File: src/sv/csi_capture_frame_builder_defines.svh
// Assertion macros for the capture frame builder.
// Used by the top level; expects clk_i and rst_ni in scope.
`ifndef CSI_CAPTURE_FRAME_BUILDER_DEFINES_SVH
`define CSI_CAPTURE_FRAME_BUILDER_DEFINES_SVH

// ante implies cons in the same cycle
`define CSICFB_ASSERT_IMPL(name, ante, cons, msg) \
  name: assert property (@(posedge clk_i) disable iff (!rst_ni) (ante) |-> (cons)) \
    else $error(msg);

// cond never holds
`define CSICFB_ASSERT_NEVER(name, cond, msg) \
  name: assert property (@(posedge clk_i) disable iff (!rst_ni) !(cond)) \
    else $error(msg);

`endif

File: src/sv/csicfb_pkg.sv
// Package for the capture frame builder: queue entry type, config type,
// frame constants and the channel-to-frequency function. No dependencies.
`default_nettype none

package csicfb_pkg;

  localparam int HDR_BYTES = 20;

  localparam logic [7:0]  PREFIX_0    = 8'hAB;
  localparam logic [7:0]  PREFIX_1    = 8'hCD;
  localparam logic [31:0] FRAME_MAGIC = 32'hC511_0001;
  localparam logic [7:0]  ANT_COUNT   = 8'd1;

  // config register indexes
  localparam logic [1:0] CFG_NODE_NUMBER = 2'd0;
  localparam logic [1:0] CFG_MIN_GAP_MS  = 2'd1;
  localparam logic [1:0] CFG_SERIAL_WRAP = 2'd2;

  localparam logic [7:0]  NODE_RST = 8'd0;
  localparam logic [15:0] GAP_RST  = 16'd20;
  localparam logic        WRAP_RST = 1'b1;

  // byte positions within a serialized frame entry
  localparam logic [4:0] IDX_PREFIX  = 5'd0;
  localparam logic [4:0] IDX_MAGIC   = 5'd4;
  localparam logic [4:0] IDX_HDR_END = 5'd23;
  localparam logic [4:0] IDX_PAYLOAD = 5'd24;

  localparam logic [7:0]  CH_24_LO  = 8'd1;
  localparam logic [7:0]  CH_24_HI  = 8'd13;
  localparam logic [7:0]  CH_14     = 8'd14;
  localparam logic [7:0]  CH_5_LO   = 8'd36;
  localparam logic [7:0]  CH_5_HI   = 8'd177;
  localparam logic [15:0] FREQ_24_OFS = 16'(2412 - 5);
  localparam logic [15:0] FREQ_CH14   = 16'd2484;
  localparam logic [15:0] FREQ_5_OFS  = 16'd5000;

  typedef struct packed {
    logic [7:0]  node;
    logic [15:0] min_gap;
    logic        wrap;
  } cfg_t;

  typedef struct packed {
    logic               hdr_vld;
    logic               pay_vld;
    logic               pay_end;
    logic [7:0]         pay_byte;
    logic               wrap;
    logic [7:0]         node;
    logic [15:0]        flen;
    logic [15:0]        sub;
    logic [15:0]        freq;
    logic [31:0]        seq;
    logic signed [7:0]  rssi;
    logic signed [7:0]  noise;
  } entry_t;

  typedef struct packed {
    logic full;
    logic empty;
  } fifo_stat_t;

  function automatic logic [15:0] chan_freq(input logic [7:0] ch);
    logic [15:0] ch5;
    ch5 = {6'd0, ch, 2'd0} + {8'd0, ch};
    if (ch >= CH_24_LO && ch <= CH_24_HI) begin
      chan_freq = FREQ_24_OFS + ch5;
    end else if (ch == CH_14) begin
      chan_freq = FREQ_CH14;
    end else if (ch >= CH_5_LO && ch <= CH_5_HI) begin
      chan_freq = FREQ_5_OFS + ch5;
    end else begin
      chan_freq = 16'd0;
    end
  endfunction

endpackage

`default_nettype wire

File: src/sv/csicfb_if.sv
// Channel interfaces of the capture frame builder: input items, framed
// output bytes and config writes. No dependencies.
`default_nettype none

interface csicfb_in_if;
  logic              valid;
  logic              ready;
  logic [7:0]        iq_byte;
  logic              first_byte;
  logic              final_byte;
  logic [15:0]       capture_len;
  logic signed [7:0] rssi_dbm;
  logic signed [7:0] noise_level;
  logic [7:0]        channel;
  logic [31:0]       time_ms;

  modport source(output valid, iq_byte, first_byte, final_byte, capture_len, rssi_dbm,
                 noise_level, channel, time_ms, input ready);
  modport sink(input valid, iq_byte, first_byte, final_byte, capture_len, rssi_dbm,
               noise_level, channel, time_ms, output ready);
endinterface

interface csicfb_out_if;
  logic       valid;
  logic       ready;
  logic [7:0] out_byte;
  logic       frame_end;

  modport source(output valid, out_byte, frame_end, input ready);
  modport sink(input valid, out_byte, frame_end, output ready);
endinterface

interface csicfb_cfg_if;
  logic        valid;
  logic        ready;
  logic [1:0]  index;
  logic [15:0] data;

  modport source(output valid, index, data, input ready);
  modport sink(input valid, index, data, output ready);
endinterface

`default_nettype wire

File: src/sv/csicfb_front.sv
// Front end: accepts capture items, applies drop / rate-limit / clamp rules
// and pushes header and payload commands. Depends on csicfb_pkg, csicfb_if.
`default_nettype none

module csicfb_front #(
  parameter int MAX_FRAME_BYTES = 1500
) (
  input  logic                  clk_i,
  input  logic                  rst_ni,
  csicfb_in_if.sink             in_i,
  input  csicfb_pkg::cfg_t      cfg_i,
  input  csicfb_pkg::fifo_stat_t stat_i,
  output logic                  push_o,
  output csicfb_pkg::entry_t    entry_o
);

  localparam int PayCap = MAX_FRAME_BYTES - csicfb_pkg::HDR_BYTES;
  localparam int LenW   = $clog2(PayCap + 1);
  localparam logic [15:0] PayCap16 = 16'(PayCap);

  logic [31:0]     last_ms_q, last_ms_d;
  logic [31:0]     seq_q, seq_d;
  logic            open_q, open_d;
  logic [LenW-1:0] left_q, left_d;
  logic            skip_q, skip_d;

  logic            accept;
  logic [31:0]     elapsed;
  logic            drop;
  logic [15:0]     plen;
  csicfb_pkg::entry_t cmd;

  assign in_i.ready = !stat_i.full;
  assign accept     = in_i.valid && in_i.ready;

  assign elapsed = in_i.time_ms - last_ms_q;
  assign drop    = (in_i.capture_len == 16'd0) || (elapsed < {16'd0, cfg_i.min_gap});
  assign plen    = (in_i.capture_len < PayCap16) ? in_i.capture_len : PayCap16;

  always_comb begin
    logic [LenW-1:0] left_v;
    logic            open_v;
    logic            skip_v;
    last_ms_d = last_ms_q;
    seq_d     = seq_q;
    open_v    = open_q;
    left_v    = left_q;
    skip_v    = skip_q;

    cmd          = '0;
    cmd.wrap     = cfg_i.wrap;
    cmd.node     = cfg_i.node;
    cmd.flen     = 16'(csicfb_pkg::HDR_BYTES) + plen;
    cmd.sub      = {1'b0, plen[15:1]};
    cmd.freq     = csicfb_pkg::chan_freq(in_i.channel);
    cmd.seq      = seq_q;
    cmd.rssi     = in_i.rssi_dbm;
    cmd.noise    = in_i.noise_level;
    cmd.pay_byte = in_i.iq_byte;

    // a first item always abandons whatever frame was open
    if (in_i.first_byte) begin
      open_v = 1'b0;
      left_v = '0;
      skip_v = 1'b0;
      if (drop) begin
        skip_v = 1'b1;
      end else begin
        last_ms_d   = in_i.time_ms;
        seq_d       = seq_q + 32'd1;
        open_v      = 1'b1;
        left_v      = plen[LenW-1:0];
        cmd.hdr_vld = 1'b1;
      end
    end

    if (skip_v) begin
      if (in_i.final_byte) begin
        skip_v = 1'b0;
      end
    end else if (open_v && (left_v != '0)) begin
      left_v      = left_v - LenW'(1);
      cmd.pay_vld = 1'b1;
      cmd.pay_end = (left_v == '0) || in_i.final_byte;
      if (cmd.pay_end) begin
        open_v = 1'b0;
        left_v = '0;
      end
    end else if (in_i.final_byte) begin
      open_v = 1'b0;
      left_v = '0;
    end

    open_d = open_v;
    left_d = left_v;
    skip_d = skip_v;
  end

  assign push_o  = accept && (cmd.hdr_vld || cmd.pay_vld);
  assign entry_o = cmd;

  always_ff @(posedge clk_i or negedge rst_ni) begin
    if (!rst_ni) begin
      last_ms_q <= '0;
      seq_q     <= '0;
      open_q    <= 1'b0;
      left_q    <= '0;
      skip_q    <= 1'b0;
    end else if (accept) begin
      last_ms_q <= last_ms_d;
      seq_q     <= seq_d;
      open_q    <= open_d;
      left_q    <= left_d;
      skip_q    <= skip_d;
    end
  end

endmodule

`default_nettype wire

File: src/sv/csicfb_fifo.sv
// Short command queue between front and back end, flop based, with
// full/empty status. Depends on csicfb_pkg.
`default_nettype none

module csicfb_fifo #(
  parameter int DEPTH = 4
) (
  input  logic                   clk_i,
  input  logic                   rst_ni,
  input  logic                   push_i,
  input  csicfb_pkg::entry_t     wdata_i,
  input  logic                   pop_i,
  output csicfb_pkg::entry_t     rdata_o,
  output csicfb_pkg::fifo_stat_t stat_o
);

  localparam int PtrW = (DEPTH > 1) ? $clog2(DEPTH) : 1;
  localparam int CntW = $clog2(DEPTH + 1);
  localparam logic [PtrW-1:0] LastPtr = PtrW'(DEPTH - 1);
  localparam logic [CntW-1:0] Full    = CntW'(DEPTH);

  csicfb_pkg::entry_t mem_q [DEPTH];
  logic [PtrW-1:0] wr_q, wr_d;
  logic [PtrW-1:0] rd_q, rd_d;
  logic [CntW-1:0] cnt_q, cnt_d;

  assign stat_o.full  = (cnt_q == Full);
  assign stat_o.empty = (cnt_q == '0);
  assign rdata_o      = mem_q[rd_q];

  always_comb begin
    wr_d  = wr_q;
    rd_d  = rd_q;
    cnt_d = cnt_q;
    if (push_i) begin
      wr_d = (wr_q == LastPtr) ? '0 : wr_q + PtrW'(1);
    end
    if (pop_i) begin
      rd_d = (rd_q == LastPtr) ? '0 : rd_q + PtrW'(1);
    end
    if (push_i && !pop_i) begin
      cnt_d = cnt_q + CntW'(1);
    end else if (pop_i && !push_i) begin
      cnt_d = cnt_q - CntW'(1);
    end
  end

  always_ff @(posedge clk_i or negedge rst_ni) begin
    if (!rst_ni) begin
      wr_q  <= '0;
      rd_q  <= '0;
      cnt_q <= '0;
    end else begin
      wr_q  <= wr_d;
      rd_q  <= rd_d;
      cnt_q <= cnt_d;
    end
  end

  always_ff @(posedge clk_i) begin
    if (push_i) begin
      mem_q[wr_q] <= wdata_i;
    end
  end

endmodule

`default_nettype wire

File: src/sv/csicfb_back.sv
// Back end: serializes queued commands into prefix, header and payload
// bytes through an output register. Depends on csicfb_pkg, csicfb_if.
`default_nettype none

module csicfb_back (
  input  logic                   clk_i,
  input  logic                   rst_ni,
  input  csicfb_pkg::entry_t     rdata_i,
  input  csicfb_pkg::fifo_stat_t stat_i,
  output logic                   pop_o,
  csicfb_out_if.source           out_o
);

  csicfb_pkg::entry_t cur_q, cur_d;
  logic       cur_vld_q, cur_vld_d;
  logic [4:0] idx_q, idx_d;
  logic       out_vld_q, out_vld_d;
  logic [7:0] out_byte_q, out_byte_d;
  logic       out_end_q, out_end_d;

  logic       adv;
  logic       emit;
  logic       cur_done;
  logic [4:0] last_idx;
  logic [4:0] start_idx;
  logic [7:0] sel;
  logic       sel_end;

  assign adv       = !out_vld_q || out_o.ready;
  assign emit      = adv && cur_vld_q;
  assign last_idx  = cur_q.pay_vld ? csicfb_pkg::IDX_PAYLOAD : csicfb_pkg::IDX_HDR_END;
  assign cur_done  = emit && (idx_q == last_idx);
  assign pop_o     = !stat_i.empty && (!cur_vld_q || cur_done);
  assign start_idx = !rdata_i.hdr_vld ? csicfb_pkg::IDX_PAYLOAD :
                     rdata_i.wrap     ? csicfb_pkg::IDX_PREFIX  : csicfb_pkg::IDX_MAGIC;

  // byte at the current position; header fields are little-endian
  always_comb begin
    sel     = 8'd0;
    sel_end = 1'b0;
    unique case (idx_q)
      5'd0:         sel = csicfb_pkg::PREFIX_0;
      5'd1:         sel = csicfb_pkg::PREFIX_1;
      5'd2:         sel = cur_q.flen[15:8];
      5'd3:         sel = cur_q.flen[7:0];
      5'd4:         sel = csicfb_pkg::FRAME_MAGIC[7:0];
      5'd5:         sel = csicfb_pkg::FRAME_MAGIC[15:8];
      5'd6:         sel = csicfb_pkg::FRAME_MAGIC[23:16];
      5'd7:         sel = csicfb_pkg::FRAME_MAGIC[31:24];
      5'd8:         sel = cur_q.node;
      5'd9:         sel = csicfb_pkg::ANT_COUNT;
      5'd10:        sel = cur_q.sub[7:0];
      5'd11:        sel = cur_q.sub[15:8];
      5'd12:        sel = cur_q.freq[7:0];
      5'd13:        sel = cur_q.freq[15:8];
      5'd16:        sel = cur_q.seq[7:0];
      5'd17:        sel = cur_q.seq[15:8];
      5'd18:        sel = cur_q.seq[23:16];
      5'd19:        sel = cur_q.seq[31:24];
      5'd20:        sel = $unsigned(cur_q.rssi);
      5'd21:        sel = $unsigned(cur_q.noise);
      5'd24: begin
        sel     = cur_q.pay_byte;
        sel_end = cur_q.pay_end;
      end
      default:      sel = 8'd0;  // upper frequency bytes, reserved bytes
    endcase
  end

  always_comb begin
    cur_d     = cur_q;
    cur_vld_d = cur_vld_q;
    idx_d     = idx_q;
    if (pop_o) begin
      cur_d     = rdata_i;
      cur_vld_d = 1'b1;
      idx_d     = start_idx;
    end else if (cur_done) begin
      cur_vld_d = 1'b0;
    end else if (emit) begin
      idx_d = idx_q + 5'd1;
    end
  end

  always_comb begin
    out_vld_d  = out_vld_q;
    out_byte_d = out_byte_q;
    out_end_d  = out_end_q;
    if (emit) begin
      out_vld_d  = 1'b1;
      out_byte_d = sel;
      out_end_d  = sel_end;
    end else if (out_o.ready) begin
      out_vld_d = 1'b0;
    end
  end

  assign out_o.valid     = out_vld_q;
  assign out_o.out_byte  = out_byte_q;
  assign out_o.frame_end = out_end_q;

  always_ff @(posedge clk_i or negedge rst_ni) begin
    if (!rst_ni) begin
      cur_vld_q <= 1'b0;
      idx_q     <= '0;
      out_vld_q <= 1'b0;
    end else begin
      cur_vld_q <= cur_vld_d;
      idx_q     <= idx_d;
      out_vld_q <= out_vld_d;
    end
  end

  always_ff @(posedge clk_i) begin
    cur_q      <= cur_d;
    out_byte_q <= out_byte_d;
    out_end_q  <= out_end_d;
  end

endmodule

`default_nettype wire

File: src/sv/csi_capture_frame_builder.sv
// A payload byte passes through the command queue and the current-command
// register to the output register. Throughput: one payload byte per cycle while
// out_o is ready; an accepted capture start adds 24 output bytes (20 without
// the prefix). The input stalls only when the 4-entry command queue fills.
// Reset: async active low; clears state and queue, config to its reset values.
// Depends on csicfb_pkg, csicfb_if, csicfb_front, csicfb_fifo, csicfb_back.
`default_nettype none
`include "csi_capture_frame_builder_defines.svh"

module csi_capture_frame_builder #(
  parameter int MAX_FRAME_BYTES = 1500,
  parameter int FIFO_DEPTH      = 4
) (
  input  logic         clk_i,
  input  logic         rst_ni,
  csicfb_cfg_if.sink   cfg_i,
  csicfb_in_if.sink    in_i,
  csicfb_out_if.source out_o
);

  csicfb_pkg::cfg_t       cfg_q;
  csicfb_pkg::entry_t     push_entry;
  csicfb_pkg::entry_t     fifo_rd;
  csicfb_pkg::fifo_stat_t fifo_stat;
  logic                   fifo_push;
  logic                   fifo_pop;

  assign cfg_i.ready = 1'b1;

  always_ff @(posedge clk_i or negedge rst_ni) begin
    if (!rst_ni) begin
      cfg_q.node    <= csicfb_pkg::NODE_RST;
      cfg_q.min_gap <= csicfb_pkg::GAP_RST;
      cfg_q.wrap    <= csicfb_pkg::WRAP_RST;
    end else if (cfg_i.valid) begin
      unique case (cfg_i.index)
        csicfb_pkg::CFG_NODE_NUMBER: cfg_q.node    <= cfg_i.data[7:0];
        csicfb_pkg::CFG_MIN_GAP_MS:  cfg_q.min_gap <= cfg_i.data;
        csicfb_pkg::CFG_SERIAL_WRAP: cfg_q.wrap    <= cfg_i.data[0];
        default: ;
      endcase
    end
  end

  csicfb_front #(
    .MAX_FRAME_BYTES(MAX_FRAME_BYTES)
  ) u_front (
    .clk_i  (clk_i),
    .rst_ni (rst_ni),
    .in_i   (in_i),
    .cfg_i  (cfg_q),
    .stat_i (fifo_stat),
    .push_o (fifo_push),
    .entry_o(push_entry)
  );

  csicfb_fifo #(
    .DEPTH(FIFO_DEPTH)
  ) u_fifo (
    .clk_i  (clk_i),
    .rst_ni (rst_ni),
    .push_i (fifo_push),
    .wdata_i(push_entry),
    .pop_i  (fifo_pop),
    .rdata_o(fifo_rd),
    .stat_o (fifo_stat)
  );

  csicfb_back u_back (
    .clk_i  (clk_i),
    .rst_ni (rst_ni),
    .rdata_i(fifo_rd),
    .stat_i (fifo_stat),
    .pop_o  (fifo_pop),
    .out_o  (out_o)
  );

  `CSICFB_ASSERT_NEVER(a_push_full, fifo_push && fifo_stat.full, "push into full queue")
  `CSICFB_ASSERT_NEVER(a_stat_both, fifo_stat.full && fifo_stat.empty, "queue full and empty")
  `CSICFB_ASSERT_IMPL(a_pop_nonempty, fifo_pop, !fifo_stat.empty, "pop from empty queue")
  `CSICFB_ASSERT_IMPL(a_pop_useful, fifo_pop, fifo_rd.hdr_vld || fifo_rd.pay_vld, "empty command")

endmodule

`default_nettype wire
File: src/flat_wrapper.sv
// flat-port wrapper written by rule: the top's interface ports become plain ports
module csi_capture_frame_builder_flat 
#(
  parameter int MAX_FRAME_BYTES = 1500,
  parameter int FIFO_DEPTH      = 4
)
  (clk_i, rst_ni, cfg_i_valid, cfg_i_index, cfg_i_data, cfg_i_ready, in_i_valid, in_i_iq_byte, in_i_first_byte, in_i_final_byte, in_i_capture_len, in_i_rssi_dbm, in_i_noise_level, in_i_channel, in_i_time_ms, in_i_ready, out_o_valid, out_o_out_byte, out_o_frame_end, out_o_ready);
  csicfb_cfg_if cfg_i_i ();
  csicfb_in_if in_i_i ();
  csicfb_out_if out_o_i ();
  input  logic clk_i;
  input  logic rst_ni;
  input wire logic [$bits(cfg_i_i.valid)-1:0] cfg_i_valid;
  input wire logic [$bits(cfg_i_i.index)-1:0] cfg_i_index;
  input wire logic [$bits(cfg_i_i.data)-1:0] cfg_i_data;
  output wire logic [$bits(cfg_i_i.ready)-1:0] cfg_i_ready;
  input wire logic [$bits(in_i_i.valid)-1:0] in_i_valid;
  input wire logic [$bits(in_i_i.iq_byte)-1:0] in_i_iq_byte;
  input wire logic [$bits(in_i_i.first_byte)-1:0] in_i_first_byte;
  input wire logic [$bits(in_i_i.final_byte)-1:0] in_i_final_byte;
  input wire logic [$bits(in_i_i.capture_len)-1:0] in_i_capture_len;
  input wire logic [$bits(in_i_i.rssi_dbm)-1:0] in_i_rssi_dbm;
  input wire logic [$bits(in_i_i.noise_level)-1:0] in_i_noise_level;
  input wire logic [$bits(in_i_i.channel)-1:0] in_i_channel;
  input wire logic [$bits(in_i_i.time_ms)-1:0] in_i_time_ms;
  output wire logic [$bits(in_i_i.ready)-1:0] in_i_ready;
  output wire logic [$bits(out_o_i.valid)-1:0] out_o_valid;
  output wire logic [$bits(out_o_i.out_byte)-1:0] out_o_out_byte;
  output wire logic [$bits(out_o_i.frame_end)-1:0] out_o_frame_end;
  input wire logic [$bits(out_o_i.ready)-1:0] out_o_ready;
  assign cfg_i_i.valid = cfg_i_valid;
  assign cfg_i_i.index = cfg_i_index;
  assign cfg_i_i.data = cfg_i_data;
  assign cfg_i_ready = cfg_i_i.ready;
  assign in_i_i.valid = in_i_valid;
  assign in_i_i.iq_byte = in_i_iq_byte;
  assign in_i_i.first_byte = in_i_first_byte;
  assign in_i_i.final_byte = in_i_final_byte;
  assign in_i_i.capture_len = in_i_capture_len;
  assign in_i_i.rssi_dbm = in_i_rssi_dbm;
  assign in_i_i.noise_level = in_i_noise_level;
  assign in_i_i.channel = in_i_channel;
  assign in_i_i.time_ms = in_i_time_ms;
  assign in_i_ready = in_i_i.ready;
  assign out_o_valid = out_o_i.valid;
  assign out_o_out_byte = out_o_i.out_byte;
  assign out_o_frame_end = out_o_i.frame_end;
  assign out_o_i.ready = out_o_ready;
  csi_capture_frame_builder #(.MAX_FRAME_BYTES(MAX_FRAME_BYTES), .FIFO_DEPTH(FIFO_DEPTH)) u_core (.clk_i(clk_i), .rst_ni(rst_ni), .cfg_i(cfg_i_i), .in_i(in_i_i), .out_o(out_o_i));
endmodule
File: config.mk
export PLATFORM = sky130hd
export DESIGN_NAME = csi_capture_frame_builder_flat
export DESIGN_NICKNAME = d
export VERILOG_FILES = /design/src/sv/csicfb_pkg.sv /design/src/sv/csicfb_if.sv /design/src/sv/csicfb_front.sv /design/src/sv/csicfb_fifo.sv /design/src/sv/csicfb_back.sv /design/src/sv/csi_capture_frame_builder.sv /design/src/flat_wrapper.sv
export VERILOG_INCLUDE_DIRS = /design/src /design/src/sv
export SDC_FILE = /design/constraint.sdc
export NUM_CORES = 1
export LEC_CHECK = 0
export BUFFER_PORTS_ARGS = -buffer_cell sky130_fd_sc_hd__buf_2
export CAP_MARGIN = 5
export CORE_MARGIN = 5
export CORE_UTILIZATION = 58
export CTS_BUF_LIST = sky130_fd_sc_hd__clkbuf_4
export DETAILED_ROUTE_END_ITERATION = 16
export PLACE_DENSITY = 0.84
export REMOVE_ABC_BUFFERS = 1
export SYNTH_ARGS = -nofsm -noshare
export SYNTH_HDL_FRONTEND = slang
export SYNTH_HIERARCHICAL = 1
export SYNTH_SLANG_ARGS = --single-unit
File: constraint.sdc
create_clock -name clk_i -period 8.85 [get_ports clk_i]
set_input_delay 1.77 -clock clk_i [delete_from_list [all_inputs] [get_ports clk_i]]
set_output_delay 1.77 -clock clk_i [all_outputs]
set_load 0.01 [all_outputs]
### Yosys cells after proc, flatten, opt, wreduce, memory -nomap -nowiden

Memory sizes are Yosys's and may differ from the RTL's.
Index checks and enable logic that the tools add are counted.

* register bits: 239
* memory bits (writable): 460
* bits of input ports: 105
* output and inout port bits: 12
* word-level logic and storage cells: 150
* memories: 1

* add/sub/neg operators: 12
* magnitude comparators: 6
* equality and inequality tests: 27
* mux-type cells: 40
* bitwise logic cells: 1
* reduce and logical (&&, ||, !) cells: 37

Memories
* u_core.u_fifo.mem_q: depth 4, width 115, rd ports 1, clocked after Yosys merged registers in 0, wr ports 1, line csicfb_fifo.sv:22 `csicfb_pkg::entry_t mem_q [DEPTH];`

Operators with widths (count)
* one-hot mux 8 bit (19 select lines): 1
* 2-to-1 mux 11 bit: 6
* equality test 5 bit, second input constant: 7
* adder 32 x 1 -> 32 bit, second input constant: 1
* < comparator 32 x 16 -> 1 bit: 1
* 2-to-1 mux 16 bit: 2
* subtractor 32 bit: 1
* equality test 5 x 4 -> 1 bit, second input constant: 6
* 2-to-1 mux 14 bit: 2
* 2-to-1 mux 5 bit: 4
* 2-to-1 mux 1 bit: 17
* adder 5 x 16 -> 16 bit, first input constant: 1
* logical NOT 16 bit: 1
* < comparator 16 x 11 -> 1 bit, second input constant: 1
* equality test 5 x 3 -> 1 bit, second input constant: 3
* adder 13 x 11 -> 14 bit, first input constant: 1
* adder 12 x 11 -> 13 bit, first input constant: 1
* adder 10 x 8 -> 11 bit: 1
* logical NOT 11 bit: 1
* nonzero test 11 bit: 1
* subtractor 11 x 1 -> 11 bit, second input constant: 1
* equality test 5 x 2 -> 1 bit, second input constant: 2
* logical AND 1 bit: 10
* 2-to-1 mux 3 bit: 3
* other kinds (27): 48

### Longest topological paths before layout

Gate-level depths: netlist of the first run.

* depth after elaboration: 16
* mapped depth: 37
* mapped depth without buffers: 35

### Hierarchy

Netlist of the first run, hierarchy kept.

By module, submodules not included
* csicfb_fifo: times used 1, cells each 643, area an instance 17106.4 um2, seq. area each 14108.5 um2
* csicfb_front: times used 1, cells each 980, area an instance 7624.8 um2, seq. area each 1926.8 um2
* csicfb_back: times used 1, cells each 348, area an instance 5383.9 um2, seq. area each 3868.7 um2
* csi_capture_frame_builder: times used 1, cells each 56, area an instance 979.7 um2, seq. area each 629.4 um2

### Worst setup path before layout of the first run

No wires, ideal clock.

* path type: input to register
* from: input port in_i_time_ms[0]
* to: memory u_core/u_fifo/mem_q[0][0] in the netlist's numbering, enable pin
* library setup time: 0.489 ns
* arrival time: 9.293 ns
* data required time: 8.361 ns
* path slack: -0.932 ns
* cell stages on the path: 32
* buffers on the path: 2
* cell sequence: inv_1 -> ha_1 -> fa_1 -> nor2b_1 -> o2111ai_2 -> nand2_1 -> and2_1 -> o21ai_0 -> nand2b_1 -> a21o_1 -> a21oi_1 -> xnor2_1 -> ha_1 -> nand4_1 -> a21oi_1 -> o31ai_1 -> o31a_1 -> nand4_1 -> nor4_4 -> or2_1 -> buf_6 -> inv_4 -> a32oi_2 -> ha_1 -> o21ai_0 -> nor3_1 -> a31o_2 -> o22ai_1 -> buf_2 -> nor2b_1 -> o21a_1 -> and2_1

RTL lines
* from (decl): line flat_wrapper.sv:25 `input wire logic [$bits(in_i_i.time_ms)-1:0] in_i_time_ms;`
* to (decl): line csicfb_fifo.sv:22

==> results of run 1 <==
[through the flow]
stage | hold slack (ns) | utilization | std cells | total power (uW) | setup WS, ns
3_3_place_gp | 0.4739 | 0.6062 | 2741 | 6804 | 0.3833
4_1_cts | 0.5105 | 0.6461 | 3041 | 9482 | 1.258
3_5_place_dp | 0.4968 | 0.6062 | 2741 | 6900 | 0.2143
5_1_grt | 0.5299 | 0.6465 | 3050 | 9950 | 0.7106
6_report | 0.5000 | 0.6465 | 3050 | 9421 | 1.125
2_1_floorplan | 0.4563 | - | 1917 | 6234 | -1.134
[flip-flops by register name, summed over array words and instances (netlist names), 5 cells and up]
register                      cells
u_core/cfg_q                     25
u_core/u_back/cur_q             114
u_core/u_back/idx_q               5
u_core/u_back/out_o.out_byte      8
u_core/u_fifo/mem_q             464
u_core/u_front/last_ms_q         32
u_core/u_front/left_q            11
u_core/u_front/seq_q             32
[layer usage]
layer | up-vias | part of all wire | GRT usage
met2 | 972 | 0.49 | 0.3876
met1 | 9225 | 0.39 | 0.3102
met4 | 2 | 0.035 | 0.09919
met3 | 169 | 0.082 | 0.05991
li1 | 8311 | - | -
met5 | - | 0.00014 | 0
[cells by family (layout without fill, tap and decap cells)]
family,Yosys count,after routing,synth area share
compound gates,353,353,0.07561
xor+xnor,83,83,0.02338
fa+ha+maj,74,74,0.03050
buf+inv,212,525,0.03565
flops,703,703,0.6603
mux,172,172,0.1036
other cells,2,24,0.0002415
simple gates,428,428,0.07066
[worst max path at each step]
stage | start | end | cells after the start
finish | in_i_time_ms[0] | u_core/u_fifo/cnt_q[1] | 31
global route | in_i_time_ms[0] | u_core/u_fifo/cnt_q[1] | 31
CTS | in_i_time_ms[0] | u_core/u_fifo/cnt_q[1] | 31
floorplan | in_i_time_ms[0] | u_core/u_fifo/mem_q[0][0] | 30
global placement | in_i_time_ms[0] | u_core/u_fifo/cnt_q[1] | 31
detailed placement | in_i_time_ms[0] | u_core/u_fifo/cnt_q[1] | 31
[report_power, final]
group / leakage, uW / switching (uW) / internal [uW]
registers: 0.00677 / 240 / 4180
logic: 0.00424 / 1440 / 997
clock network: 0.00125 / 1250 / 1310
[placed cells by master, fill, tap and decap left out, types with 10 or more instances in the layout]
| master | count |
|---|---|
| sky130_fd_sc_hd__a211oi_1 | 12 |
| sky130_fd_sc_hd__a21o_1 | 25 |
| sky130_fd_sc_hd__a21oi_1 | 76 |
| sky130_fd_sc_hd__a22o_1 | 10 |
| sky130_fd_sc_hd__a22oi_1 | 15 |
| sky130_fd_sc_hd__a31oi_1 | 13 |
| sky130_fd_sc_hd__and3_1 | 16 |
| sky130_fd_sc_hd__buf_2 | 114 |
| sky130_fd_sc_hd__buf_4 | 18 |
| sky130_fd_sc_hd__clkbuf_4 | 252 |
| sky130_fd_sc_hd__clkinv_1 | 31 |
| sky130_fd_sc_hd__conb_1 | 15 |
| sky130_fd_sc_hd__dfrtp_1 | 111 |
| sky130_fd_sc_hd__edfxtp_1 | 587 |
| sky130_fd_sc_hd__ha_1 | 71 |
| sky130_fd_sc_hd__inv_1 | 87 |
| sky130_fd_sc_hd__mux2_2 | 39 |
| sky130_fd_sc_hd__mux2i_1 | 17 |
| sky130_fd_sc_hd__mux4_2 | 116 |
| sky130_fd_sc_hd__nand2_1 | 128 |
| sky130_fd_sc_hd__nand2b_1 | 15 |
| sky130_fd_sc_hd__nand3_1 | 40 |
| sky130_fd_sc_hd__nand4_1 | 23 |
| sky130_fd_sc_hd__nor2_1 | 76 |
| sky130_fd_sc_hd__nor2b_1 | 20 |
| sky130_fd_sc_hd__nor3_1 | 35 |
| sky130_fd_sc_hd__o21a_1 | 10 |
| sky130_fd_sc_hd__o21ai_0 | 89 |
| sky130_fd_sc_hd__or3_1 | 10 |
| sky130_fd_sc_hd__xnor2_1 | 52 |
| sky130_fd_sc_hd__xor2_1 | 31 |
[critical path: cells and delay by family]
kind	cells	cell delay (ns)
simple gates	8	1.76
buf+inv	4	0.32
xor+xnor	1	0.16
compound gates	11	2.35
mux	1	0.27
fa+ha+maj	6	1.93
[layout make-up]
cell class	count	area, um2
tap	688	860.8
multi-input combinational	1125	9519
inverter	89	339.1
sequential	703	20540
antenna	9	22.52
clock buffer	252	1892
clock inverter	48	220.2
timing repair buffer	136	785.8
fill	3588	18690
==> out/results.txt, run 1 <==
The run finished with clean final reports. Weighted congestion at the end of routability-driven global placement: 0.9375. During synthesis, Yosys emitted a total of 6 warnings. The clock drives 703 sinks. Derived from the worst setup path, the maximum achievable clock frequency is 0.1294 GHz. The root buffer cell chosen for the clock tree is sky130_fd_sc_hd__clkbuf_4. Leakage power: 0.01226 uW. STA classifies the critical path endpoint as a flop. The startpoint identified for the worst register-to-register timing path is u_core/u_front/last_ms_q[0]. The type of the worst setup path is input port to flop. The setup check on the worst reg-to-reg path leaves a slack of 1.69 ns. Data arrives at the worst endpoint at 8.57 ns. The number of levels in the clock H-tree was 4; the number of global-route vias before repair was 19.47k.

The routed design has 69.18 mm of wire. Layout cell share with drive strength beyond 1: 0.2541. The tools report the normalized max-slew margin as 0.2574. The endpoint identified for the worst register-to-register timing path is u_core/u_fifo/cnt_q[1]. After synthesis, the cell types taking the most area are sky130_fd_sc_hd__edfxtp_1 (57%), sky130_fd_sc_hd__dfrtp_1 (9.1%), sky130_fd_sc_hd__mux4_2 (8.4%).

The die covers 58,340 um2. Setup repair after global routing left no endpoint under its margin. The mapped netlist covers 31,090 um2. The final antenna-violating net count is 0, and the number of flops mapped to enable cells by yosys is 587. Across the VDD grid, the largest voltage drop is 0.1502 mV. The core region is 52,870 um2. The die is 241.5 um wide. In this run, post-CTS repair resized a total of 0 instances. The effective utilization at floorplan came out at 0.5882.

The top flip-flop cell by instance count after synthesis is sky130_fd_sc_hd__edfxtp_1. Buffers added to address setup during post-CTS repair amount to 0. Entering global routing, the biggest net connects 117 pins. The tools report the number of antenna violations at the first check in global routing as 6.

The later pin in the worst-skew pair is clocked with a latency of 1.00 ns. The final layout contains 2,402 nets. The clock buffer count from CTS is 168, and the power density of the placed cells is 275.6 nW/um2. The detailed-route vias per instance was 6.124. In the routed design, unresolved DRC markers number 0. The total global-route track usage was 0.2379; the total negative slack was 0 ns. Counting cells, the worst reg-to-reg path comes to 29.

TritonCTS built the clock tree. First-pass GRT wire length: 109.0 mm. The height of the chip is 241.5 um.

The final critical-path required period is 7.725 ns, and the maximum fanout encountered on the critical timing path is 20. The count of final max-slew check failures was 0. STA classifies the critical path startpoint as an input port.

The final design instance area without fill is 34,180 um2. Total vias in the final route: 18.68k. sky130_fd_sc_hd__edfxtp_1 is the most common cell in the netlist. The post-synthesis async set-or-reset flop share came out at 0.1650. The number of top-level pins is 117, and the quantity of hold-fixing buffers added after cts is 0. The first-pass detailed-route iteration total is 6, and the wire length per cell is 22.68 um. During placement, the flow inserted port buffers numbering 115. Counting flops and latches in the post-synthesis netlist gives 703. Counting instances, the worst hold path has a depth of 0. The most numerous cell type found on the critical path is sky130_fd_sc_hd__ha_1. The slowest stage of the critical path belongs to the cell sky130_fd_sc_hd__fa_1. The largest buffer count on any clock path is 3. The HPWL after detailed placement is 44.91 mm. The hold violation total from the final report is 0, and the area share of the largest cell type after synthesis is 0.5669. The leftover overflow at the end of global routing is 0.

The detailed router's first-iteration violation count was 2,340; the stage delay of the slowest cell on the critical path was 0.42 ns. The ratio of final minimum period to clock period was 0.8729; the placed cell area was 32,050 um2. The synthesized area per cell works out to 15.34 um2. The commonest cells after synthesis are sky130_fd_sc_hd__edfxtp_1 (587), sky130_fd_sc_hd__nand2_1 (128), sky130_fd_sc_hd__mux4_2 (116). Classification of the worst-slack hold path: flop to flop. Clock-pin slew was measured on the worst setup and hold paths at 0.07 ns.

For the portion of the post-synthesis area used by sequential elements, the log shows 0.6603. Compared with the post-synthesis result, the final layout area differs by 9.923%. In the synthesized netlist, the number of instances is 2,027.

The actual transition at the worst max-transition pin was 1.114 ns. The library cell occupying the most area in the post-synthesis netlist is sky130_fd_sc_hd__edfxtp_1. The tools report the startpoint of the most critical hold path as u_core/cfg_q[21]. Yosys mapped the design onto 90 distinct sky130hd cell types. The number of setup violations in the final report came out at 0. STA puts the critical path data required time at 9.70 ns.

In this run the core area contains 84 standard-cell rows. The tool flagged a number of max-cap violations equal to 0. The tools report the end point of the most critical hold path as u_core/u_fifo/mem_q[1][100].

Across the routed clock network, the largest skew measured is 0.05302 ns.
Note: power is estimated with default switching activity, not from simulation.
==> inputs of run 2 (changes only) <==
--- a/config.mk
+++ b/config.mk
@@ -8,13 +8,14 @@
 export LEC_CHECK = 0
 export BUFFER_PORTS_ARGS = -buffer_cell sky130_fd_sc_hd__buf_2
 export CAP_MARGIN = 5
+export CORE_ASPECT_RATIO = 0.6
 export CORE_MARGIN = 5
 export CORE_UTILIZATION = 58
 export CTS_BUF_LIST = sky130_fd_sc_hd__clkbuf_4
+export CTS_CLUSTER_SIZE = 14
 export DETAILED_ROUTE_END_ITERATION = 16
-export PLACE_DENSITY = 0.84
+export PLACE_DENSITY = 0.85
 export REMOVE_ABC_BUFFERS = 1
 export SYNTH_ARGS = -nofsm -noshare
 export SYNTH_HDL_FRONTEND = slang
-export SYNTH_HIERARCHICAL = 1
 export SYNTH_SLANG_ARGS = --single-unit
==> run 2 against run 1 <==
Against the previous run:
- via count barely moved
- synthesized cell count shrank 4.8%
- clock skew up 0.025 ns
- critical path depth rose by 2
- first-iteration DRC count is 5.9% higher
- final area decreased by 2.9%
- critical path type unchanged
- critical endpoint is now u_core.u_fifo.cnt_q[1]
==> out/results.txt, run 2 <==
The total number of nets in the final design was 2,375 (-1.1%). TritonCTS built the clock tree. For the count of final max-slew check failures, the log shows 0 (unchanged). Maximum fanout encountered on the critical timing path: 9 (-55%). The logs give 678 (-3.6%) for the clock net sink count and 19,790 um2 (-3.7%) for the area taken by flip-flops and latches.

Leakage power: 0.01193 uW (-2.7%). The run gives 0.90 ns (-0.10 ns) as the insertion delay to the later sink of the worst-skew pair. The ratio of final minimum period to clock period is 0.9078 (+0.03488), and the flop and latch count out of synthesis is 678 (-3.6%). The design internal power came out at 6455 uW (-0.47%). The end point of the most critical hold path is u_core.u_back.out_o.valid. The arithmetic-cell share of the synthesized area counting full adders, half adders and majority gates is 0.03195 (+0.001453), and the post-synthesis async set-or-reset flop share is 0.1711 (+0.006084). Core box area: 50,770 um2 (-4.0%). The tools report the master cell of the clock root buffer as sky130_fd_sc_hd__clkbuf_4. Worst flop-to-flop path endpoint: u_core.u_fifo.cnt_q[1]. The largest registers in the layout are u_core.u_fifo.mem_q: 444 flops, u_core.u_back.cur_q: 109 flops. The synthesized area per cell is 15.38 um2 (+0.25%), and the largest buffer count on any clock path is 3 (unchanged).

In this run the critical register-to-register path is launched from u_core.u_front.last_ms_q[0]. The growth of design area from synthesis to finish works out to 11.83%. Mux contribution to synthesized area: 0.09670 (-0.006910). Setup repair after global routing left no endpoint under its margin. The synthesized area is 29,680 um2 (-4.5%), and the global routing met2 resource utilization is 0.3711 (-0.01645). The final critical-path required period works out to 8.034 ns (+0.3087 ns). Complex-gate fraction of the synthesized area: 0.08756 (+0.01195).

Normalized max-slew margin: 0.09808 (-0.1594). The top flip-flop cell by instance count after synthesis is sky130_fd_sc_hd__edfxtp_1. The area of the die was 55,950 um2 (-4.1%); the wire length per cell was 23.55 um (+3.8%). The final worst clock skew was 0.07802 ns (+0.02500 ns); the unique cell type count in the Yosys netlist was 100 (+11%). The run gives 0 (unchanged) as the post-route DRC violation count. The run gives 47.10 mm (+4.9%) as the post-detailed-placement half-perimeter wirelength. The count of synthesis-stage warnings from yosys was 0 (-6); the area share of the largest cell type after synthesis was 0.5686 (+0.001710). The sequential group share of total power came out at 0.463 (-0.007).

Met1 track demand over resource: 0.3876 (+0.07734). By area, the combinational part of the netlist is dominated by multiplexers. The post-CTS setup repair buffer count was 0 (unchanged); the number of global-route vias before repair was 18.48k (-5.1%). The power density of the placed cells was 287.4 nW/um2 (+4.3%). For the area of the multi-input gates, the log shows 9373 um2 (-1.5%). The xor/xnor share of the synthesized area is 0.02302 (-0.0003618), and the required time of the critical path is 9.62 ns (-0.08 ns). The logs give 75 (-36%) for the pin count of the biggest net entering global routing and 0 (unchanged) for the quantity of hold-fixing buffers added after cts.

The run gives 117 (unchanged) as the number of top-level pins. The run gives 0.9642 (+2.8%) as the weighted congestion at the end of routability-driven global placement. Leaving out fill and tap cells, the most frequent cells in the layout are sky130_fd_sc_hd__edfxtp_1 (562), sky130_fd_sc_hd__clkbuf_4 (234), sky130_fd_sc_hd__nand2_1 (136), sky130_fd_sc_hd__buf_2 (114).

The fill cell instance count of the final layout is 3,491 (-2.7%). The tools report the timing-limited maximum frequency as 0.1245 GHz (-3.8%). The peak supply drop is 0.1654 mV (+10%), and the number of levels in the clock H-tree is 4 (unchanged).

The final total power is 9540 uW (+1.3%). For the clock power share, the log shows 0.257 (-0.014). For the post-synthesis cell count, the log shows 1,930 (-4.8%). The logs give 152 (-9.5%) for the clock buffer count from CTS and 2,478 (+5.9%) for the detailed router's first-iteration violation count. The share of synthesized cell area in and, or, nand and nor gates came out at 0.07095 (+0.0002885). The height of the chip works out to 185.2 um (-23%). The slowest stage of the critical path is the sky130_fd_sc_hd__fa_1 cell. More flip-flops sit in one register than any other, and that register is u_core.u_fifo.mem_q.

The tools report the hold slack as 0.4825 ns (-0.01749 ns). The startpoint of the most critical hold path was u_core.u_back.cur_vld_q. The count of input and output buffers was 115 (unchanged); the count of cells resized by post-cts repair was 0 (unchanged). The run gives 70.75 mm (+2.3%) as the total length of routed wires. The tools report the number of setup violations in the final report as 0 (unchanged). The worst setup path is captured at a flop. The number of flops mapped to enable cells by yosys is 562 (-4.3%). The run finished with clean final reports. The first-pass GRT wire length is 109.0 mm (about the same).

The arrival time reported for the critical path endpoint was 8.80 ns (+0.23 ns); the portion of total power attributed to combinational logic was 0.280 (+0.021). By area the synthesized netlist is led by sky130_fd_sc_hd__edfxtp_1 (57%), sky130_fd_sc_hd__dfrtp_1 (9.5%), sky130_fd_sc_hd__mux4_2 (8.4%). The synthesized design spends more area on one cell type than any other, namely sky130_fd_sc_hd__edfxtp_1. The number of core rows was 64 (-24%). After global routing, the most crowded layer is met1. The worst setup path is launched from an input port. The layout cell share with drive strength beyond 1 is 0.2534 (-0.0007872).

The cell type with the highest occurrence count on the critical path was sky130_fd_sc_hd__ha_1. The tightest min-delay check is of the flop to flop type. The tools report the utilization after layout as 0.6538 (+0.007261). The depth of the most critical reg-to-reg path was 31 (+6.9%); the total global-route track usage was 0.2574 (+0.01956). The switching power is 3085 uW (+5.1%).

The run gives 0.5846 (-0.003554) as the effective utilization at floorplan. The logs give 0 (unchanged) for the leftover overflow at the end of global routing and 1.48 ns (-0.21 ns) for the worst-case register-to-register setup slack. The hold violation total from the final report came out at 0 (unchanged).

The register clock-pin slew on the reported worst setup and hold paths was 0.07 ns (about the same); the met3 track utilization from global routing was 0.08072 (+0.02081). The detailed-route vias per instance works out to 6.220 (+1.6%). Stage delay of the slowest cell on the critical path: 0.40 ns (-0.02 ns).

The number of antenna violations at the first check in global routing is 3 (-3), and the fraction of power spent switching nets is 0.3234 (+0.01182). The number of flip-flops under the largest register name is 444 (-4.3%), and the cell depth of the worst min-delay path is 1 (+1). The total vias in the final route was 18.69k (+0.032%).

The most common cell after layout, fill and taps aside is sky130_fd_sc_hd__edfxtp_1. The run gives 0 (unchanged) as the final antenna-violating net count. The commonest cells after synthesis are sky130_fd_sc_hd__edfxtp_1 (562), sky130_fd_sc_hd__nand2_1 (136), sky130_fd_sc_hd__dfrtp_1 (113).

Yosys instantiated no cell more often than sky130_fd_sc_hd__edfxtp_1. The floorplan die width was 302.0 um (+25%); the actual transition at the worst max-transition pin was 1.350 ns (+0.2361 ns). The run gives 0.6665 (+0.006163) as the portion of the post-synthesis area used by sequential elements.

The first-pass detailed-route iteration total was 7 (+1). The critical path is of the input port to flop type. For the max capacitance violation total, the log shows 0 (unchanged).
-- run 2: cell count changes in the layout (fill, tap and decap cells not counted), sizes merged, moves of 10 or more --
cell    before  now
a21o        25   10
a221oi       2   15
a22oi       15   28
clkbuf     252  234
clkinv      38   25
conb        15   41
edfxtp     587  562
mux2i       17    2
nand2      128  138
nand4       23   36
nor2        78   92
nor2b       20   10
-- run 2: routing by layer --
| layer | share of wire | vias up | wire, um |
|---|---|---|---|
| met3 | 0.12 | 164 | 8521 |
| met2 | 0.44 | 1178 | 31110 |
| met5 | 0.00018 | - | 13 |
| met4 | 0.023 | 2 | 1603 |
| li1 | - | 8102 | - |
| met1 | 0.42 | 9239 | 29500 |
-- run 2: cells by family after synthesis --
group,Yosys count
AO/OA/AOI/OAI,372
buffers and inverters,163
adder cells (fa/ha/maj),74
XOR/XNOR,78
flip-flops,678
other,2
AND/OR/NAND/NOR,420
multiplexers,143
-- run 2: power groups by stage --
stage                     sequential, uW  clock [uW]  combinational (uW)
after floorplan                     4490           0                1860
after global placement              4430           0                2550
after detailed placement            4470           0                2630
after CTS                           4410        2500                2650
after global routing                4460        2700                2890
final                               4420        2450                2670
-- run 2: worst max path at each step --
stage,cells past startpoint,from,slack (ns),to
after detailed placement,33,in_i_time_ms[0],0.07,u_core.u_fifo.cnt_q[1]
final,33,in_i_time_ms[0],0.82,u_core.u_fifo.cnt_q[1]
after floorplan,27,in_i_time_ms[0],-1.08,u_core.u_fifo.mem_q[0][0]
after CTS,31,in_i_time_ms[0],1.01,u_core.u_fifo.mem_q[3][73]
after global routing,33,in_i_time_ms[0],0.44,u_core.u_fifo.cnt_q[1]
after global placement,33,in_i_time_ms[0],0.35,u_core.u_fifo.cnt_q[1]
-- run 2: critical path, delay by kind of cell --
kind	cells	cell delay (ns)
compound gates	13	2.88
xor+xnor	1	0.17
fa+ha+maj	6	1.75
buf+inv	4	0.31
mux	1	0.27
simple gates	8	1.62
-- run 2: area by class of cell --
cell class,count,area share
multi-input cells,1128,0.2824
clock inverters,33,0.005692
repair buffers,143,0.02601
inverters,93,0.01052
well taps,693,0.02612
diodes,2,0.0001508
clock buffers,234,0.05292
flip-flops and latches,678,0.5962
-- run 2: stage by stage --
| step | setup WS [ns] | TNS [ns] | instances | cell area [um2] |
|---|---|---|---|---|
| 3_5_place_dp | 0.07005 | 0 | 2735 | 31240 |
| 3_3_place_gp | 0.3459 | 0 | 2735 | 31240 |
| 6_report | 0.8161 | 0 | 3004 | 33190 |
| 4_1_cts | 1.010 | 0 | 3002 | 33190 |
| 5_1_grt | 0.4359 | 0 | 3004 | 33190 |
| 2_1_floorplan | -1.077 | -478.15 | 1899 | 29490 |
==> inputs of run 3 (changes only) <==
--- a/config.mk
+++ b/config.mk
@@ -10,11 +10,11 @@
 export CAP_MARGIN = 5
 export CORE_ASPECT_RATIO = 0.6
 export CORE_MARGIN = 5
-export CORE_UTILIZATION = 58
+export CORE_UTILIZATION = 65
 export CTS_BUF_LIST = sky130_fd_sc_hd__clkbuf_4
 export CTS_CLUSTER_SIZE = 14
 export DETAILED_ROUTE_END_ITERATION = 16
-export PLACE_DENSITY = 0.85
+export PLACE_DENSITY = 0.89
 export REMOVE_ABC_BUFFERS = 1
 export SYNTH_ARGS = -nofsm -noshare
 export SYNTH_HDL_FRONTEND = slang
==> constraint.sdc (replaced) <==
create_clock -name clk_i -period 9.7 [get_ports clk_i]
set_input_delay 1.94 -clock clk_i [delete_from_list [all_inputs] [get_ports clk_i]]
set_output_delay 1.94 -clock clk_i [all_outputs]
set_load 0.01 [all_outputs]
==> run 3 against run 2 <==
Against the previous run:
- critical path depth did not move
- critical path type unchanged
- global-route usage rose by 3.9 points
- die area fell by 10%
- combinational power fell by 6%
- flip-flop and latch count did not move
==> out/results.txt, run 3 (synthesis results as in run 2) <==
The run finished with clean final reports. The clock net sink count came out at 678 (unchanged). The run gives 0 (unchanged) as the number of setup violations in the final report.

For the normalized max-slew margin, the log shows 0.1935 (+0.09544). The tools report the required time of the critical path as 10.42 ns (+0.80 ns). The post-CTS setup repair buffer count is 0 (unchanged), and the layout cell share with drive strength beyond 1 is 0.2529 (-0.0004432). For the post-detailed-placement half-perimeter wirelength, the log shows 49.49 mm (+5.1%).

The tools report the leakage power as 0.01195 uW (+0.17%). The number of flip-flops under the largest register name was 444 (unchanged); the cell total after placement was 2,630 (-3.8%). The number of core rows was 60 (-6.3%). The classification of the worst-slack hold path was flop to flop.

TritonCTS built the clock tree. The number of antenna violations at the first check in global routing came out at 0 (-3). Leaving out fill and tap cells, the most frequent cells in the layout are sky130_fd_sc_hd__edfxtp_1 (562), sky130_fd_sc_hd__clkbuf_4 (231), sky130_fd_sc_hd__nand2_1 (136), sky130_fd_sc_hd__buf_2 (114). Ranked by flip-flop count, first place goes to u_core.u_fifo.mem_q. The logs give 18.97k (+1.5%) for the total vias in the final route and 2,660 (+7.3%) for the detailed router's first-iteration violation count.

The total negative slack is 0 ns (unchanged). Register clock-pin slew on the reported worst setup and hold paths: 0.07 ns (about the same). The first-pass detailed-route iteration total came out at 6 (-1). The stage delay of the slowest cell on the critical path works out to 0.42 ns (+0.02 ns). The max capacitance violation total is 0 (unchanged). The ratio of final minimum period to clock period works out to 0.8718.

Setup repair after global routing left no endpoint under its margin. Met3 track utilization from global routing: 0.09027 (+0.009555). The tools report the leftover overflow at the end of global routing as 0 (unchanged). The actual transition at the worst max-transition pin works out to 1.205 ns (-0.1447 ns). Maximum fanout encountered on the critical timing path: 15 (+6). The count of input and output buffers was 115 (unchanged); the arrival time reported for the critical path endpoint was 9.17 ns (+0.37 ns). The power density of the placed cells was 265.5 nW/um2 (-7.6%).

Most common cell after layout, fill and taps aside: sky130_fd_sc_hd__edfxtp_1. The growth of design area from synthesis to finish was 11.81% (about the same); the number of levels in the clock H-tree was 4 (unchanged). The hold violation total from the final report is 0 (unchanged), and the insertion delay to the later sink of the worst-skew pair is 0.91 ns (about the same). The weighted congestion at the end of routability-driven global placement was 0.9663 (+0.22%); the wire length per cell was 25.40 um (+7.9%).

The effective utilization at floorplan is 0.6600 (+0.07541). For the final antenna-violating net count, the log shows 0 (unchanged). The total length of routed wires is 73.81 mm (+4.3%), and the final critical-path required period is 8.456 ns. Type of the worst setup path: input port to flop. The met1 track demand over resource is 0.4476 (+0.06008).

The count of final max-slew check failures came out at 0 (unchanged). Among all stages on the critical path, the largest delay is contributed by sky130_fd_sc_hd__fa_1. The master cell of the clock root buffer was sky130_fd_sc_hd__clkbuf_4. The total global-route track usage came out at 0.2965 (+0.03909).

met1 is the most crowded layer. For the first-pass GRT wire length, the log shows 113.0 mm (+3.6%). The pin count of the biggest net entering global routing is 73 (-2.7%), and the floorplan die width is 285.9 um (-5.4%). The tools report the critical path startpoint category as an input port. The quantity of hold-fixing buffers added after cts is 0 (unchanged), and the global routing met2 resource utilization is 0.4309 (+0.05978). Among the stages of the critical path, the cell type that occurs most often is sky130_fd_sc_hd__ha_1. The largest registers in the layout are u_core.u_fifo.mem_q: 444 flops, u_core.u_back.cur_q: 109 flops. The final worst clock skew was 0.1103 ns (+0.03225 ns); the number of top-level pins was 117 (unchanged). Based on the critical path, the design can be clocked at up to 0.1183 GHz.

For the utilization after layout, the log shows 0.7380 (+0.08420). STA classifies the critical path endpoint as a flop. The largest buffer count on any clock path came out at 3 (unchanged). The tools report the post-route DRC violation count as 0 (unchanged).

The total number of nets in the final design was 2,373 (-0.084%); the count of inserted antenna diode cells was 0 (-2). The logs give 0 (unchanged) for the count of cells resized by post-cts repair and 2,906 (-3.3%) for the final cell count without fillers. The peak supply drop was 0.1608 mV (-2.8%); the area of the die was 50,180 um2 (-10%). The height of the chip is 175.5 um (-5.2%), and the clock buffer count from CTS is 151 (-0.66%). The core box area is 44,970 um2 (-11%), and the number of global-route vias before repair is 18.98k (+2.7%).

The detailed-route vias per instance came out at 6.527 (+4.9%).
## run 3: worst max-delay path: cells and delay by family
kind	cells	cell delay [ns]
fa+ha+maj	6	1.81
xor+xnor	1	0.20
simple gates	8	1.63
mux	1	0.27
compound gates	13	2.96
buf+inv	4	0.35
## run 3: layout make-up
class	count	area (um2)
multi-input cells	1128	9373
well taps	589	737.0
fillers	2619	11780
repair buffers	142	918.4
clock inverters	45	285.3
clock buffers	231	1734
inverters	93	349.1
flip-flops and latches	678	19790
## run 3: per-stage QoR
stage	total power [uW]	hold slack, ns	setup WS [ns]	cell area [um2]
floorplan	5798	0.4486	-0.3969	29490
global placement	6391	0.4719	0.7862	31170
detailed placement	6519	0.4759	0.5406	31170
CTS	8817	0.4438	1.397	33190
global route	9241	0.4627	0.8271	33190
finish	8812	0.4651	1.244	33190
## run 3: final timing paths
path	cells past startpoint	end	slack, ns	startpoint
setup / recovery	33	u_core.u_fifo.cnt_q[1]	1.24	in_i_time_ms[0]
hold / removal	1	u_core.u_back.out_o.valid	0.47	u_core.u_back.cur_vld_q
setup reg to reg	31	u_core.u_fifo.cnt_q[1]	2.05	u_core.u_front.last_ms_q[0]
hold reg to reg	1	u_core.u_back.out_o.valid	0.47	u_core.u_back.cur_vld_q
max in group asynchronous	2	u_core.u_front.last_ms_q[3]	7.20	rst_ni
min in group asynchronous	1	u_core.u_front.left_q[6]	1.15	rst_ni
## run 3: power by group
| part | leakage (uW) | switching [uW] | internal (uW) |
|---|---|---|---|
| Clock | 0.00118 | 1150 | 1130 |
| Combinational | 0.00421 | 1480 | 1020 |
| Sequential | 0.00656 | 302 | 3730 |
| Total | 0.0119 | 2930 | 5880 |
## run 3: per-layer routing
metal | vias up | share of wire | wire length [um]
met5 | - | 0 | 0
met4 | 0 | 0.027 | 1971
met3 | 202 | 0.12 | 8847
met2 | 1257 | 0.44 | 32450
met1 | 9428 | 0.41 | 30540
li1 | 8080 | - | -
